File: src/smbsw_pkg.sv
`timescale 1ns / 1ps

package smbsw_pkg;

    localparam int unsigned DEF_MAX_TABLE_BYTES = 65536;
    localparam logic [7:0]  EOT_TYPE            = 8'd127;

    localparam int unsigned FIFO_DEPTH = 4;
    localparam int unsigned FIFO_AW    = 2;

    localparam logic [2:0] ADDR_QUERY_TYPE  = 3'd0;
    localparam logic [2:0] ADDR_QUERY_INDEX = 3'd4;

    typedef enum logic [1:0] {
        PH_HEAD = 2'd0,
        PH_BODY = 2'd1,
        PH_STOP = 2'd2
    } t_phase;

    typedef enum logic [1:0] {
        STOP_BOUNDARY = 2'd0,
        STOP_EOT      = 2'd1,
        STOP_MALFORM  = 2'd2,
        STOP_WRAP     = 2'd3
    } t_stop;

    typedef enum logic {
        KIND_REPORT  = 1'b0,
        KIND_SUMMARY = 1'b1
    } t_kind;

    typedef struct packed {
        t_kind       record_kind;
        logic [7:0]  struct_type;
        logic [15:0] struct_offset;
        logic [15:0] struct_length;
        logic        is_requested;
        logic [15:0] type_count;
        logic        found;
        logic [15:0] found_offset;
        logic [15:0] found_length;
        t_stop       stop_cause;
        logic        last;
    } t_result;

endpackage

File: src/smbios_structure_walker.sv
`timescale 1ns / 1ps

// channel   | direction | handshake                       | payload
// s_axis    | in        | i_s_axis_tvalid/o_s_axis_tready | one table byte, tlast = table end
// m_axis    | out       | o_m_axis_tvalid/i_m_axis_tready | structure report or summary
// apb       | in        | psel/penable/pwrite, pready = 1 | query_type @0, query_index @4
//
// one byte is taken per cycle while o_s_axis_tready is high; each byte is decoded
// in the cycle it is taken and its one or two results go into a four-entry result queue
// the result queue drains one result per cycle while i_m_axis_tready is high, so
// a byte causing both a report and a summary fills two queue entries; tready drops
// while fewer than two queue entries are free
// reset (synchronous, active low) clears the walk state and the queue and
// sets query_type to 0 and query_index to 1

module smbios_structure_walker
    import smbsw_pkg::*;
#(
    parameter int unsigned MAX_TABLE_BYTES = DEF_MAX_TABLE_BYTES
) (
    input  logic        i_clk,
    input  logic        i_rst_n,

    input  logic        i_s_axis_tvalid,
    output logic        o_s_axis_tready,
    input  logic [7:0]  i_s_axis_tdata,   // data_byte
    input  logic        i_s_axis_tlast,   // table_end

    output logic        o_m_axis_tvalid,
    input  logic        i_m_axis_tready,
    // struct_type, struct_offset, struct_length, is_requested, type_count,
    // found, found_offset, found_length, stop_cause, zero fill
    output logic [95:0] o_m_axis_tdata,
    output logic        o_m_axis_tuser,   // record_kind
    output logic        o_m_axis_tlast,   // last

    input  logic        psel,
    input  logic        penable,
    input  logic        pwrite,
    input  logic [2:0]  paddr,
    input  logic [31:0] pwdata,
    output logic [31:0] prdata,
    output logic        pready
);

    localparam int unsigned POS_W = $clog2(MAX_TABLE_BYTES);

    logic [7:0]  r_query_type;
    logic [15:0] r_query_index;

    t_phase      r_phase,      n_phase;
    logic [15:0] r_bis,        n_bis;
    logic [7:0]  r_flen,       n_flen;
    logic [7:0]  r_ctype,      n_ctype;
    logic [POS_W-1:0] r_start, n_start;
    logic [POS_W-1:0] r_pos,   n_pos;
    logic        r_prev_zero,  n_prev_zero;
    logic [15:0] r_match,      n_match;
    logic        r_found,      n_found;
    logic [POS_W-1:0] r_fstart, n_fstart;
    logic [15:0] r_fsize,      n_fsize;
    t_stop       r_stop,       n_stop;

    t_result     r_fifo [FIFO_DEPTH];
    logic [FIFO_AW-1:0] r_wptr, r_rptr;
    logic [FIFO_AW:0]   r_count;

    logic        s_fire, m_fire, cfg_wr;
    logic        endm, closed;
    logic [15:0] p;
    logic [16:0] len_full;
    logic [15:0] len;
    logic [15:0] match_inc;
    logic        req;
    t_result     rep, summ;
    logic [1:0]  nwr;
    t_result     wr0, wr1;

    assign pready = 1'b1;
    assign cfg_wr = psel & penable & pwrite;

    always_comb begin
        unique case (paddr)
            ADDR_QUERY_TYPE:  prdata = {24'd0, r_query_type};
            ADDR_QUERY_INDEX: prdata = {16'd0, r_query_index};
            default:          prdata = 32'd0;
        endcase
    end

    always_ff @(posedge i_clk) begin
        if (!i_rst_n) begin
            r_query_type  <= 8'd0;
            r_query_index <= 16'd1;
        end else if (cfg_wr) begin
            if (paddr == ADDR_QUERY_TYPE)
                r_query_type <= pwdata[7:0];
            if (paddr == ADDR_QUERY_INDEX)
                r_query_index <= pwdata[15:0];
        end
    end

    assign o_s_axis_tready = (r_count <= (FIFO_AW+1)'(FIFO_DEPTH - 2));
    assign s_fire = i_s_axis_tvalid & o_s_axis_tready;
    assign o_m_axis_tvalid = (r_count != '0);
    assign m_fire = o_m_axis_tvalid & i_m_axis_tready;

    assign endm = i_s_axis_tlast |
                  (({1'b0, r_pos} + (POS_W+1)'(1)) >= (POS_W+1)'(MAX_TABLE_BYTES));
    assign p = r_bis;

    always_comb begin
        n_phase     = r_phase;
        n_bis       = r_bis;
        n_flen      = r_flen;
        n_ctype     = r_ctype;
        n_start     = r_start;
        n_prev_zero = r_prev_zero;
        n_match     = r_match;
        n_found     = r_found;
        n_fstart    = r_fstart;
        n_fsize     = r_fsize;
        n_stop      = r_stop;
        closed      = 1'b0;
        req         = 1'b0;
        len_full    = {1'b0, p} + 17'd1;
        len         = len_full[16] ? 16'hFFFF : len_full[15:0];
        match_inc   = r_match + 16'd1;

        if (r_phase != PH_STOP) begin
            if (p == 16'd0) begin
                n_ctype = i_s_axis_tdata;
                n_start = r_pos;
            end
            if (p == 16'd1)
                n_flen = i_s_axis_tdata;

            if (p == 16'd3 && n_flen < 8'd4) begin
                n_phase = PH_STOP;
                n_stop  = STOP_MALFORM;
            end else if (p >= 16'd3) begin
                n_phase = PH_BODY;
                if (p >= 16'd4 && p > {8'd0, n_flen} && i_s_axis_tdata == 8'd0 && r_prev_zero)
                    closed = 1'b1;
                else
                    n_prev_zero = (p >= {8'd0, n_flen}) && (i_s_axis_tdata == 8'd0);
            end

            if (closed) begin
                if (n_ctype == r_query_type) begin
                    if (r_query_index != 16'd0 && match_inc == r_query_index && !r_found) begin
                        req      = 1'b1;
                        n_found  = 1'b1;
                        n_fstart = n_start;
                        n_fsize  = len;
                    end
                    n_match = match_inc;
                end
                n_bis       = 16'd0;
                n_prev_zero = 1'b0;
                n_flen      = 8'd0;
                n_phase     = PH_HEAD;
                if (n_ctype == r_query_type && n_match == 16'd0) begin
                    n_phase = PH_STOP;
                    n_stop  = STOP_WRAP;
                end else if (n_ctype == EOT_TYPE) begin
                    n_phase = PH_STOP;
                    n_stop  = STOP_EOT;
                end
            end else if (n_phase != PH_STOP) begin
                n_bis = p + 16'd1;
                if (endm && p >= 16'd3) begin
                    n_phase = PH_STOP;
                    n_stop  = STOP_MALFORM;
                end
            end
        end

        n_pos = r_pos + POS_W'(1);

        rep               = '0;
        rep.record_kind   = KIND_REPORT;
        rep.struct_type   = n_ctype;
        rep.struct_offset = 16'(n_start);
        rep.struct_length = len;
        rep.is_requested  = req;
        rep.type_count    = n_match;
        rep.last          = !endm;

        summ              = '0;
        summ.record_kind  = KIND_SUMMARY;
        summ.type_count   = n_match;
        summ.found        = n_found;
        summ.found_offset = n_found ? 16'(n_fstart) : 16'd0;
        summ.found_length = n_found ? n_fsize : 16'd0;
        summ.stop_cause   = n_stop;
        summ.last         = 1'b1;

        if (endm) begin
            n_phase     = PH_HEAD;
            n_bis       = 16'd0;
            n_flen      = 8'd0;
            n_ctype     = 8'd0;
            n_start     = '0;
            n_pos       = '0;
            n_prev_zero = 1'b0;
            n_match     = 16'd0;
            n_found     = 1'b0;
            n_fstart    = '0;
            n_fsize     = 16'd0;
            n_stop      = STOP_BOUNDARY;
        end

        wr0 = closed ? rep : summ;
        wr1 = summ;
        if (!s_fire)
            nwr = 2'd0;
        else if (closed && endm)
            nwr = 2'd2;
        else if (closed || endm)
            nwr = 2'd1;
        else
            nwr = 2'd0;
    end

    always_ff @(posedge i_clk) begin
        if (!i_rst_n) begin
            r_phase     <= PH_HEAD;
            r_bis       <= 16'd0;
            r_flen      <= 8'd0;
            r_ctype     <= 8'd0;
            r_start     <= '0;
            r_pos       <= '0;
            r_prev_zero <= 1'b0;
            r_match     <= 16'd0;
            r_found     <= 1'b0;
            r_fstart    <= '0;
            r_fsize     <= 16'd0;
            r_stop      <= STOP_BOUNDARY;
        end else if (s_fire) begin
            r_phase     <= n_phase;
            r_bis       <= n_bis;
            r_flen      <= n_flen;
            r_ctype     <= n_ctype;
            r_start     <= n_start;
            r_pos       <= n_pos;
            r_prev_zero <= n_prev_zero;
            r_match     <= n_match;
            r_found     <= n_found;
            r_fstart    <= n_fstart;
            r_fsize     <= n_fsize;
            r_stop      <= n_stop;
        end
    end

    // result queue
    always_ff @(posedge i_clk) begin
        if (nwr != 2'd0)
            r_fifo[r_wptr] <= wr0;
        if (nwr == 2'd2)
            r_fifo[r_wptr + FIFO_AW'(1)] <= wr1;
    end

    always_ff @(posedge i_clk) begin
        if (!i_rst_n) begin
            r_wptr  <= '0;
            r_rptr  <= '0;
            r_count <= '0;
        end else begin
            r_wptr  <= r_wptr + FIFO_AW'(nwr);
            if (m_fire)
                r_rptr <= r_rptr + FIFO_AW'(1);
            r_count <= r_count + (FIFO_AW+1)'(nwr) - (FIFO_AW+1)'(m_fire);
        end
    end

    t_result head;
    assign head = r_fifo[r_rptr];

    assign o_m_axis_tdata = {4'd0,
                             head.stop_cause,
                             head.found_length,
                             head.found_offset,
                             head.found,
                             head.type_count,
                             head.is_requested,
                             head.struct_length,
                             head.struct_offset,
                             head.struct_type};
    assign o_m_axis_tuser = head.record_kind;
    assign o_m_axis_tlast = head.last;

endmodule
File: config.mk
export PLATFORM = sky130hd
export DESIGN_NAME = smbios_structure_walker
export DESIGN_NICKNAME = d
export VERILOG_FILES = /design/src/smbsw_pkg.sv /design/src/smbios_structure_walker.sv
export SDC_FILE = /design/constraint.sdc
export NUM_CORES = 1
export LEC_CHECK = 0
export BUFFER_PORTS_ARGS = -buffer_cell sky130_fd_sc_hd__buf_2
export CORE_MARGIN = 3
export CORE_UTILIZATION = 47
export DETAILED_ROUTE_END_ITERATION = 10
export PLACE_DENSITY = 0.73
export SYNTH_ARGS = -nofsm -noshare
export SYNTH_HDL_FRONTEND = slang
export SYNTH_SLANG_ARGS = --single-unit
File: constraint.sdc
create_clock -name i_clk -period 8.29 [get_ports i_clk]
set_clock_uncertainty 0.2 [all_clocks]
set_input_delay 0.4145 -clock i_clk [delete_from_list [all_inputs] [get_ports i_clk]]
set_output_delay 0.4145 -clock i_clk [all_outputs]
set_load 0.005 [all_outputs]
==> results of run 1 <==
[metal layers]
metal,vias to the layer above,wire (µm),global-route usage [%]
li1,8419,-,-
met1,8970,26520,31.50
met5,-,0,0
met2,724,30670,38.86
met4,0,1935,7.765
met3,126,4422,3.183
[critical path, stage by stage (launching register included)]
cell                       delay [ns]
sky130_fd_sc_hd__dfxtp_1         0.38
sky130_fd_sc_hd__or4_4           0.62
sky130_fd_sc_hd__nor4_4          0.50
sky130_fd_sc_hd__nand2_1         0.39
sky130_fd_sc_hd__mux2_2          0.40
sky130_fd_sc_hd__ha_1            0.27
sky130_fd_sc_hd__nand4_1         0.12
sky130_fd_sc_hd__o22a_1          0.19
sky130_fd_sc_hd__o211ai_1        0.14
sky130_fd_sc_hd__a211oi_2        0.78
sky130_fd_sc_hd__ha_1            0.44
sky130_fd_sc_hd__nor2b_1         0.17
sky130_fd_sc_hd__a21oi_1         0.09
sky130_fd_sc_hd__or3_2           0.69
sky130_fd_sc_hd__inv_2           0.40
sky130_fd_sc_hd__buf_12          0.29
[worst max-delay path by stage]
stage	end	depth (start not counted)
4_1_cts	r_fifo[2][44]$_DFFE_PP_	15
3_5_place_dp	r_fifo[1][31]$_DFFE_PP_	15
2_1_floorplan	r_fifo[1][10]$_DFFE_PP_	18
6_report	r_fifo[1][27]$_DFFE_PP_	15
3_3_place_gp	r_fifo[1][31]$_DFFE_PP_	15
5_1_grt	r_fifo[2][37]$_DFFE_PP_	15
[layout make-up]
type	instances	area [µm²]
Timing Repair Buffer	192	1169
Multi-Input combinational cell	1587	10380
Tap cell	672	840.8
Fill cell	4328	23270
Sequential cell	527	12600
Clock inverter	23	264.0
Clock buffer	71	1483
Inverter	42	158.9
[where the power goes]
group,internal (mW),switching [mW]
Clock,1.38,1.01
Combinational,0.382,0.472
Sequential,2.75,0.103
[cells in the mapped netlist (7+ instances only)]
cell type	count	area share [%]
sky130_fd_sc_hd__ha_1	18	0.94
sky130_fd_sc_hd__and2_1	13	0.34
sky130_fd_sc_hd__mux2i_1	76	3.2
sky130_fd_sc_hd__nand3_1	65	1.4
sky130_fd_sc_hd__and3_1	23	0.60
sky130_fd_sc_hd__or4_1	10	0.31
sky130_fd_sc_hd__or2_2	11	0.29
sky130_fd_sc_hd__nor4_1	11	0.29
sky130_fd_sc_hd__or3_1	28	0.73
sky130_fd_sc_hd__o311ai_0	7	0.26
sky130_fd_sc_hd__nand4_1	40	1.0
sky130_fd_sc_hd__inv_1	41	0.64
sky130_fd_sc_hd__a31oi_1	12	0.31
sky130_fd_sc_hd__a21oi_1	81	1.7
sky130_fd_sc_hd__mux4_2	94	8.9
sky130_fd_sc_hd__edfxtp_1	204	26
sky130_fd_sc_hd__dfxtp_1	323	27
sky130_fd_sc_hd__nand2_1	286	4.5
sky130_fd_sc_hd__nand2b_1	7	0.18
sky130_fd_sc_hd__o211ai_1	15	0.47
sky130_fd_sc_hd__buf_1	13	0.20
sky130_fd_sc_hd__buf_4	24	0.75
sky130_fd_sc_hd__nand3b_1	11	0.35
sky130_fd_sc_hd__a21o_1	7	0.22
sky130_fd_sc_hd__nor3_1	22	0.46
sky130_fd_sc_hd__xnor2_1	47	1.7
sky130_fd_sc_hd__a22oi_1	31	0.97
sky130_fd_sc_hd__clkbuf_1	127	2.0
sky130_fd_sc_hd__buf_2	25	0.52
sky130_fd_sc_hd__xor2_1	38	1.4
sky130_fd_sc_hd__nor2_1	337	5.3
sky130_fd_sc_hd__o21ai_0	194	4.1
[kinds of logic (layout without fill, tap and decap cells)]
logic type                 after synthesis  count (layout)  synth area share [%]
AOI/OAI and AO/OA                      397             397                 9.808
xor gates and xnor gates                85              85                 3.114
adders and majority gates               19              19                 1.026
buffers and inverters                  235             328                 4.297
DFF                                    527             527                 52.67
muxes                                  174             174                 12.23
other                                    2              21               0.03141
and+or+nand+nor                        891             891                 16.83
[metrics by stage]
stage                     power (mW)  utilization, %  cells  hold slack [ns]  setup slack, ns
after floorplan                3.450               -   2349           0.2185            2.140
after global placement         3.762           49.69   2998           0.2288            2.001
after detailed placement       3.771           49.69   2998           0.2365            1.938
after CTS                      6.155           53.61   3114          0.01229            1.918
after global routing           6.308           53.61   3114          0.05627            1.474
final                          6.098           53.61   3114          0.03176            1.811
[timing repair]
item                                    4_1_cts  5_1_grt
endpoints found under the setup margin        0        0
endpoints found under the hold margin        33        0
hold buffers                                 22        0
buffers inserted                              0        0
[registers in the layout, indices dropped and copies added (netlist names), named ones only]
signal and flops:
r_ctype 8, r_wptr 2, r_phase 2, r_fstart 16, r_found 1, r_rptr 2, r_pos 16, r_query_type 8
r_match 16, r_fsize 16, r_start 16, r_count 3, r_query_index 16, p 16, r_flen 8, r_prev_zero 1
r_fifo 376, r_stop 2
==> results.sh, run 1 <==
export IMPL_outcome="complete, no violations"
export IMPL_drc=0
export IMPL_die_w_um=231.5
export IMPL_io_buffer_count=146
export IMPL_layout_common_cells="sky130_fd_sc_hd__nor2_1, sky130_fd_sc_hd__dfxtp_1, sky130_fd_sc_hd__nand2_1"
export IMPL_timing_reg2reg_setup_slack_ns=1.81
export IMPL_synth_area_per_cell_um2=10.26
export IMPL_postRouteWirelength_um=63550
export IMPL_crit_reg2reg_capture="r_fifo[1][27]$_DFFE_PP_"
export IMPL_number_of_enable_type_register_cells_in_the_synthesized_netlist=204
export IMPL_tritoncts_num_sinks=527
export IMPL_timing_worst_slew_pin_value_ns=1.134
export IMPL_synth_cell_types=75
export IMPL_tritoncts="built"
export IMPL_synth_cell_area_um2=23910
export IMPL_final_setup_violation_count=0
export IMPL_crit_reg2reg_launch="p[15]$_SDFFE_PN0P_"
export IMPL_dominantRegCellSynth="sky130_fd_sc_hd__dfxtp_1"
export IMPL_initialDrtViolationCount=1771
export IMPL_postRouteAntennaNets=0
export IMPL_holdPathStages=3
export IMPL_maxCapViolCount=0
export IMPL_cts_root_to_sink_buffers=3
export IMPL_power_per_cell_area_nw_per_um2=226.7
export IMPL_placement_rows=82
export IMPL_initial_standard_cell_utilization_of_the_core_pct=47.65
export IMPL_synth_async_reset_ratio_pct=0
export IMPL_fin_crit_sh_pct=78.15
export IMPL_setup_worst_path_end_class="register"
export IMPL_finalMaxSlewViolations=0
export IMPL_via_per_instance_ratio=5.857
export IMPL_number_of_cells_on_the_worst_reg_to_reg_path=15
export IMPL_grt_setup_unrepaired="false"
export IMPL_cts_root_buf="sky130_fd_sc_hd__clkbuf_16"
export IMPL_postSynthRegisterBits=527
export IMPL_layout_commonest_cell="sky130_fd_sc_hd__nor2_1"
export IMPL_vertical_die_dimension_um=231.5
export IMPL_cts_clk_slew_worst_paths_ns=0.07
export IMPL_setup_worst_path_start="p[15]$_SDFFE_PN0P_"
export IMPL_whs_endpoint="r_flen[2]$_SDFFE_PN0P_"
export IMPL_detailedRoute_firstPassIterationCount=6
export IMPL_final_hold_viol_count=0
export IMPL_gpl_final_weighted_congestion=0.8744
export IMPL_cp_data_required_time_ns=8.37
export IMPL_timing_slew_headroom_pct=24.39
export IMPL_cts_inserted_buffers=50
export IMPL_finalInstanceArea_um2=26900
export IMPL_crit_path_max_fanout=38
export IMPL_total_gr_overflow=0
export IMPL_first_global_vias=17600
export IMPL_sequential_area_share_after_synthesis_pct=52.67
export IMPL_critical_path_class="register to register"
export IMPL_grt_start_max_net_pins=103
export IMPL_tns_ns=0
export IMPL_clock_latency_reported_for_the_late_side_of_the_worst_skew_pair_ns=0.61
export IMPL_synth_cells=2330
export IMPL_hold_path_class="input port to register"
export IMPL_layout_cells_sized_above_1_pct=15.93
export IMPL_design_die_area_um2=53610
export IMPL_grt_pass1_wl_um=98900
export IMPL_antenna_found_initial=0
export IMPL_num_io_pins=184
export IMPL_antennaDiodeCount=0
export IMPL_worstHoldStart="i_s_axis_tdata[2]"
export IMPL_timing_fmax_ghz=0.1543
export IMPL_synthToLayoutAreaGrowth_pct=12.51
export IMPL_gr_usage_all_layers_pct=23.30
export IMPL_yosysWarnings=0
export IMPL_cts_htree_levels=2
export IMPL_core_area_um2=50170
export IMPL_post_cts_resize_count=0
export IMPL_power_ir_vdd_worst_uv=150.6
export IMPL_via_count=18240
export IMPL_period_needed_ns=6.479
export IMPL_placed_cell_area_um2=24930
export IMPL_final_net_count=2470
export IMPL_timing_critical_path_arrival_ns=6.56
export IMPL_avgRoutedWirePerCell_um=20.41
export IMPL_power_leakage_nw=9.818
export IMPL_start_kind="register"
export IMPL_dp_hpwl_um=40430
Power figures use the tool's default switching activity.
==> inputs of run 2 (changes only) <==
==> constraint.sdc (replaced) <==
create_clock -name i_clk -period 6.63 [get_ports i_clk]
set_clock_uncertainty 0.2 [all_clocks]
set_input_delay 0.3315 -clock i_clk [delete_from_list [all_inputs] [get_ports i_clk]]
set_output_delay 0.3315 -clock i_clk [all_outputs]
set_load 0.005 [all_outputs]
==> run 2 against run 1 <==
Against the previous run: clock power is 23% higher; flip-flop and latch count stayed put; worst hold slack better by 0.032 ns; first-iteration DRC count is 8.3% higher; final cell count is 0.26% higher; non-clock buffer count is 8 higher; combinational power is 31% higher; die area stayed put; maximum frequency is 8.4% higher; wire length is 0.71% higher.
==> results.sh, run 2 (synthesized netlist as in run 1, its figures left out) <==
export IMPL_outcome="complete, no violations"
export IMPL_initial_standard_cell_utilization_of_the_core_pct=47.65
export IMPL_die_w_um=231.5
export IMPL_fin_util_pct=53.82
export IMPL_timing_slew_headroom_pct=18.38
export IMPL_finalInstanceArea_um2=27000
export IMPL_crit_path_frequent_cell="sky130_fd_sc_hd__ha_1"
export IMPL_largest_register_ffs=376
export IMPL_layout_common_cells="sky130_fd_sc_hd__nor2_1, sky130_fd_sc_hd__dfxtp_1, sky130_fd_sc_hd__nand2_1"
export IMPL_final_hold_viol_count=0
export IMPL_layout_commonest_cell="sky130_fd_sc_hd__nor2_1"
export IMPL_crit_path_max_fanout=33
export IMPL_placed_cell_area_um2=25030
export IMPL_final_net_count=2479
export IMPL_critical_path_class="register to register"
export IMPL_period_needed_ns=5.977
export IMPL_via_per_instance_ratio=5.898
export IMPL_postRouteAntennaNets=0
export IMPL_grt_setup_unrepaired="false"
export IMPL_worstHoldStart="i_m_axis_tready"
export IMPL_total_switching_power_mw=1.983
export IMPL_core_area_um2=50170
export IMPL_timing_fmax_ghz=0.1673
export IMPL_power_leakage_nw=9.883
export IMPL_cts_htree_levels=2
export IMPL_grt_start_max_net_pins=102
export IMPL_cts_root_to_sink_buffers=3
export IMPL_crit_reg2reg_capture="r_fifo[1][24]$_DFFE_PP_"
export IMPL_placement_rows=82
export IMPL_p_int_mw=5.621
export IMPL_tns_ns=0
export IMPL_power_frac_seq_pct=46.4
export IMPL_power_share_switching_pct=26.08
export IMPL_grt_pass1_wl_um=100300
export IMPL_final_setup_violation_count=0
export IMPL_worst_path_buf_inv=2
export IMPL_setup_worst_path_end_class="register"
export IMPL_postLayoutSetupSlackWorst_ns=0.6525
export IMPL_holdPathStages=4
export IMPL_gr_usage_all_layers_pct=23.56
export IMPL_tritoncts_num_sinks=527
export IMPL_fin_crit_sh_pct=90.16
export IMPL_cp_data_required_time_ns=6.72
export IMPL_critPathTopFamily="simple AND/OR/NAND/NOR gates"
export IMPL_gpl_final_weighted_congestion=0.9171
export IMPL_critical_path_slowest_cell="sky130_fd_sc_hd__or3_2"
export IMPL_via_count=18410
export IMPL_vertical_die_dimension_um=231.5
export IMPL_finalMaxSlewViolations=0
export IMPL_antenna_found_initial=0
export IMPL_detailedRoute_firstPassIterationCount=6
export IMPL_hold_path_class="input port to register"
export IMPL_dp_hpwl_um=40840
export IMPL_timing_critical_path_arrival_ns=6.06
export IMPL_cts_root_buf="sky130_fd_sc_hd__clkbuf_16"
export IMPL_max_flop_register="r_fifo"
export IMPL_io_buffer_count=146
export IMPL_cts_clk_slew_worst_paths_ns=0.06
export IMPL_total_gr_overflow=0
export IMPL_clock_latency_reported_for_the_late_side_of_the_worst_skew_pair_ns=0.60
export IMPL_tritoncts="built"
export IMPL_worstPathCellList="or4_4 > nor4_4 > nand2_1 > mux2_2 > ha_1 > nand4_1 > o22a_1 > o211ai_1 > a211oi_2 > ha_1 > nor2b_1 > a21oi_1 > or3_2 > inv_2 > buf_12"
export IMPL_layout_cells_sized_above_1_pct=16.04
export IMPL_timing_worst_slew_pin_value_ns=1.213
export IMPL_synthToLayoutAreaGrowth_pct=12.95
export IMPL_first_global_vias=18030
export IMPL_avgRoutedWirePerCell_um=20.50
export IMPL_postRouteWirelength_um=64010
export IMPL_worst_case_hold_slack_ns=0.06366
export IMPL_max_stage_delay_ns=0.68
export IMPL_cts_inserted_buffers=51
export IMPL_crit_reg2reg_launch="p[15]$_SDFFE_PN0P_"
export IMPL_start_kind="register"
export IMPL_antennaDiodeCount=0
export IMPL_power_ir_vdd_worst_uv=211.8
export IMPL_timing_reg2reg_setup_slack_ns=0.65
export IMPL_maxCapViolCount=0
export IMPL_drc=0
export IMPL_initialDrtViolationCount=1918
export IMPL_clockPowerShare_pct=38.9
export IMPL_detailedPlace_worstSlack_ns=0.7059
export IMPL_power_combinational_fraction_pct=14.7
export IMPL_number_of_cells_on_the_worst_reg_to_reg_path=15
export IMPL_power_per_cell_area_nw_per_um2=281.6
export IMPL_num_io_pins=184
export IMPL_design_die_area_um2=53610
export IMPL_post_cts_setup_buffers=0
run 2: worst reg2reg max path, delay by kind of cell, from the launching register on:
| family | cells | cell delay, ns |
|---|---|---|
| buffers and inverters | 2 | 0.79 |
| adder cells (fa/ha/maj) | 2 | 0.63 |
| multiplexers | 1 | 0.40 |
| AND/OR/NAND/NOR | 6 | 2.46 |
| flip-flops | 1 | 0.37 |
| AO/OA/AOI/OAI | 4 | 0.77 |
run 2: worst max-delay path by stage:
stage	startpoint	to	slack [ns]	depth (start not counted)
2_1_floorplan	p[12]$_SDFFE_PN0P_	r_fifo[1][10]$_DFFE_PP_	0.48	18
3_5_place_dp	p[15]$_SDFFE_PN0P_	r_fifo[1][31]$_DFFE_PP_	0.71	15
4_1_cts	p[15]$_SDFFE_PN0P_	r_fifo[1][30]$_DFFE_PP_	0.68	15
5_1_grt	p[15]$_SDFFE_PN0P_	r_fifo[1][26]$_DFFE_PP_	0.24	15
3_3_place_gp	p[15]$_SDFFE_PN0P_	r_fifo[1][31]$_DFFE_PP_	0.81	15
6_report	p[15]$_SDFFE_PN0P_	r_fifo[1][24]$_DFFE_PP_	0.65	15
run 2: power groups by stage:
stage          combinational [mW]  clock (mW)  sequential (mW)
2_1_floorplan               0.780           0             3.53
4_1_cts                      1.14        3.00             3.53
5_1_grt                      1.21        3.13             3.54
3_5_place_dp                 1.12           0             3.60
6_report                     1.12        2.95             3.53
3_3_place_gp                 1.11           0             3.60
run 2: per-stage QoR:
step / cells / power (mW)
2_1_floorplan: 2349 / 4.314
3_3_place_gp: 3004 / 4.704
3_5_place_dp: 3004 / 4.719
4_1_cts: 3122 / 7.666
5_1_grt: 3122 / 7.881
6_report: 3122 / 7.604
run 2: layout make-up:
type	count	area, µm²
repair buffers	200	1284
clock inverters	20	156.4
flip-flops and latches	527	12600
fillers	4237	23170
clock buffers	74	1579
well taps	672	840.8
multi-input cells	1587	10380
inverters	42	158.9
run 2: per-layer routing:
metal	up-vias	GRT usage (%)	wire length, µm	share of wire [%]
li1	8429	-	-	-
met1	9126	31.63	26520	41
met2	748	39.14	31160	49
met3	111	4.019	4504	7.0
met4	0	7.475	1817	2.8
met5	-	0	0	0
run 2: repair_timing:
action,CTS,global route
endpoints found under the hold margin,37,0
resized for setup,0,0
hold buffers,24,0
==> inputs of run 3 (changes only) <==
--- a/config.mk
+++ b/config.mk
@@ -5,11 +5,13 @@
 export SDC_FILE = /design/constraint.sdc
 export NUM_CORES = 1
 export LEC_CHECK = 0
+export ABC_AREA = 1
 export BUFFER_PORTS_ARGS = -buffer_cell sky130_fd_sc_hd__buf_2
+export CORE_ASPECT_RATIO = 0.9
 export CORE_MARGIN = 3
 export CORE_UTILIZATION = 47
 export DETAILED_ROUTE_END_ITERATION = 10
-export PLACE_DENSITY = 0.73
+export PLACE_DENSITY_LB_ADDON = 0.15
 export SYNTH_ARGS = -nofsm -noshare
 export SYNTH_HDL_FRONTEND = slang
 export SYNTH_SLANG_ARGS = --single-unit
==> run 3 against run 2 <==
Against the previous run: combinational power grew 98%; critical endpoint is now r_fifo[2][20]$_DFFE_PP_; final cell count grew 25%; largest cell class unchanged; highest routed layer is now met5; via count grew 18%; utilization shrank 0.095 points; sequential power is essentially flat.
==> results.sh, run 3 <==
export IMPL_final_setup_violation_count=0
export IMPL_finalMaxSlewViolations=0
export IMPL_yosysWarnings=0
export IMPL_power_ir_vdd_worst_uv=238.9
export IMPL_fin_util_pct=53.73
export IMPL_io_buffer_count=146
export IMPL_power_per_cell_area_nw_per_um2=319.0
export IMPL_number_of_enable_type_register_cells_in_the_synthesized_netlist=204
export IMPL_synth_cell_area_um2=24530
export IMPL_dominantRegCellSynth="sky130_fd_sc_hd__dfxtp_1"
export IMPL_postRouteWirelength_um=76250
export IMPL_worst_case_hold_slack_ns=0.05168
export IMPL_postSynthRegisterBits=527
export IMPL_cts_inserted_buffers=55
export IMPL_largest_register_ffs=376
export IMPL_synth_cells=3107
export IMPL_hold_path_class="input port to register"
export IMPL_drc=0
export IMPL_clock_latency_reported_for_the_late_side_of_the_worst_skew_pair_ns=0.61
export IMPL_postRouteAntennaNets=0
export IMPL_clockPowerShare_pct=33.9
export IMPL_synth_area_leaders="sky130_fd_sc_hd__dfxtp_1, sky130_fd_sc_hd__edfxtp_1, sky130_fd_sc_hd__o21ai_0, sky130_fd_sc_hd__nand2_1, sky130_fd_sc_hd__nor2_1"
export IMPL_total_gr_overflow=0
export IMPL_design_die_area_um2=54970
export IMPL_grt_start_max_net_pins=104
export IMPL_timing_critical_path_arrival_ns=6.29
export IMPL_grt_setup_unrepaired="false"
export IMPL_grt_pass1_wl_um=116400
export IMPL_power_combinational_fraction_pct=25.3
export IMPL_tritoncts="built"
export IMPL_crit_path_max_fanout=32
export IMPL_num_fill_cells=4798
export IMPL_postLayoutSetupSlackWorst_ns=0.5794
export IMPL_fin_crit_sh_pct=91.26
export IMPL_cp_data_required_time_ns=6.87
export IMPL_total_power_mw=8.749
export IMPL_crit_path_frequent_cell="sky130_fd_sc_hd__nor2_1"
export IMPL_antennaDiodeCount=0
export IMPL_total_switching_power_mw=2.937
export IMPL_area_sequential_um2=12600
export IMPL_cts_root_to_sink_buffers=3
export IMPL_final_net_count=3238
export IMPL_timing_slew_headroom_pct=22.68
export IMPL_vertical_die_dimension_um=222.7
export IMPL_cts_clk_slew_worst_paths_ns=0.06
export IMPL_core_area_um2=51040
export IMPL_final_hold_viol_count=0
export IMPL_instances_no_fill=3890
export IMPL_synth_area_per_cell_um2=7.895
export IMPL_initialDrtViolationCount=2146
export IMPL_layout_commonest_cell="sky130_fd_sc_hd__nand2_1"
export IMPL_area_share_of_the_leading_cell_type_in_the_synthesized_netlist_pct=26.36
export IMPL_power_leakage_nw=10.00
export IMPL_antenna_found_initial=1
export IMPL_critical_path_slowest_cell="sky130_fd_sc_hd__nor2_4"
export IMPL_cts_root_buf="sky130_fd_sc_hd__clkbuf_16"
export IMPL_synth_async_reset_ratio_pct=0
export IMPL_critical_path_class="register to register"
export IMPL_post_cts_resize_count=0
export IMPL_period_needed_ns=6.051
export IMPL_power_share_switching_pct=33.57
export IMPL_p_int_mw=5.812
export IMPL_yosysTopAreaCell="sky130_fd_sc_hd__dfxtp_1"
export IMPL_power_frac_seq_pct=40.7
export IMPL_die_w_um=246.8
export IMPL_synthToLayoutAreaGrowth_pct=11.79
export IMPL_setup_worst_path_end_class="register"
export IMPL_gpl_final_weighted_congestion=0.9316
export IMPL_via_per_instance_ratio=5.597
export IMPL_multiInputGateArea_um2=10120
export IMPL_cts_htree_levels=2
export IMPL_placed_cell_area_um2=25540
export IMPL_dp_hpwl_um=47960
export IMPL_detailedPlace_worstSlack_ns=0.6797
export IMPL_first_global_vias=20270
export IMPL_placement_rows=78
export IMPL_timing_fmax_ghz=0.1653
export IMPL_start_kind="register"
export IMPL_number_of_buffers_inserted_for_hold_repair_after_clock_tree_synthesis=17
export IMPL_post_cts_setup_buffers=0
export IMPL_tns_ns=0
export IMPL_layout_cells_sized_above_1_pct=11.09
export IMPL_detailedRoute_firstPassIterationCount=8
export IMPL_max_flop_register="r_fifo"
export IMPL_ys_top_cells_by_count="sky130_fd_sc_hd__nand2_1, sky130_fd_sc_hd__nor2_1, sky130_fd_sc_hd__o21ai_0"
export IMPL_layout_common_cells="sky130_fd_sc_hd__nand2_1, sky130_fd_sc_hd__nor2_1, sky130_fd_sc_hd__o21ai_0"
export IMPL_maxCapViolCount=0
export IMPL_outcome="complete, no violations"
export IMPL_gr_usage_all_layers_pct=27.04
export IMPL_timing_worst_slew_pin_value_ns=1.160
export IMPL_max_stage_delay_ns=0.44
export IMPL_via_count=21770
export IMPL_synth_cell_types=50
export IMPL_finalInstanceArea_um2=27420
export IMPL_dpl_cell_count=3774
export IMPL_num_io_pins=184
export IMPL_tritoncts_num_sinks=527
export IMPL_initial_standard_cell_utilization_of_the_core_pct=48.06
export IMPL_sequential_area_share_after_synthesis_pct=51.33
export IMPL_avgRoutedWirePerCell_um=19.60
export IMPL_post_synth_top_count_cell="sky130_fd_sc_hd__nand2_1"
-- run 3: kinds of logic (layout without fill, tap and decap cells) --
family / Yosys count / after routing / synth area share [%]
other cells: 2 / 21 / 0.03062
fa+ha+maj: 19 / 19 / 0.9998
mux: 1 / 1 / 0.04081
buf+inv: 471 / 555 / 7.911
flops: 527 / 527 / 51.33
simple gates: 1317 / 1317 / 22.43
compound gates: 739 / 739 / 16.14
xor+xnor: 31 / 31 / 1.107
-- run 3: critical path, delay by kind of cell (launching register included) --
family / cells / cell delay (ns)
and+or+nand+nor: 18 / 3.12
AOI/OAI and AO/OA: 3 / 0.81
buffers and inverters: 7 / 0.80
adders and majority gates: 2 / 0.58
DFF: 1 / 0.34
-- run 3: worst paths after layout --
check,startpoint,end,cells after the start,slack (ns)
setup / recovery,p[12]$_SDFFE_PN0P_,r_fifo[2][20]$_DFFE_PP_,30,0.58
hold / removal,i_s_axis_tvalid,r_ctype[3]$_SDFFE_PN0P_,4,0.05
setup reg to reg,p[12]$_SDFFE_PN0P_,r_fifo[2][20]$_DFFE_PP_,30,0.58
hold reg to reg,r_fifo[1][61]$_SDFFE_PP0N_,r_fifo[1][61]$_SDFFE_PP0N_,2,0.25
-- run 3: final cells by class --
class | count | area share, %
flip-flops and latches | 527 | 45.94
multi-input cells | 2128 | 36.90
clock buffers | 86 | 5.927
repair buffers | 193 | 4.198
inverters | 263 | 3.609
well taps | 680 | 3.103
clock inverters | 13 | 0.3285
-- run 3: power groups by stage --
stage | Clock (mW) | Combinational (mW) | Sequential, mW
6_report | 2.97 | 2.22 | 3.56
5_1_grt | 3.15 | 2.42 | 3.57
4_1_cts | 3.01 | 2.21 | 3.56
3_5_place_dp | 0 | 2.20 | 3.63
3_3_place_gp | 0 | 2.16 | 3.63
2_1_floorplan | 0 | 1.42 | 3.58
-- run 3: routing by layer --
metal	share of wire [%]	routed length [µm]	vias up	GRT usage (%)
li1	-	-	10390	-
met1	44	33560	10450	37.70
met4	3.6	2727	2	10.37
met3	7.0	5334	128	3.910
met2	45	34610	802	42.59
met5	0.017	13	-	0
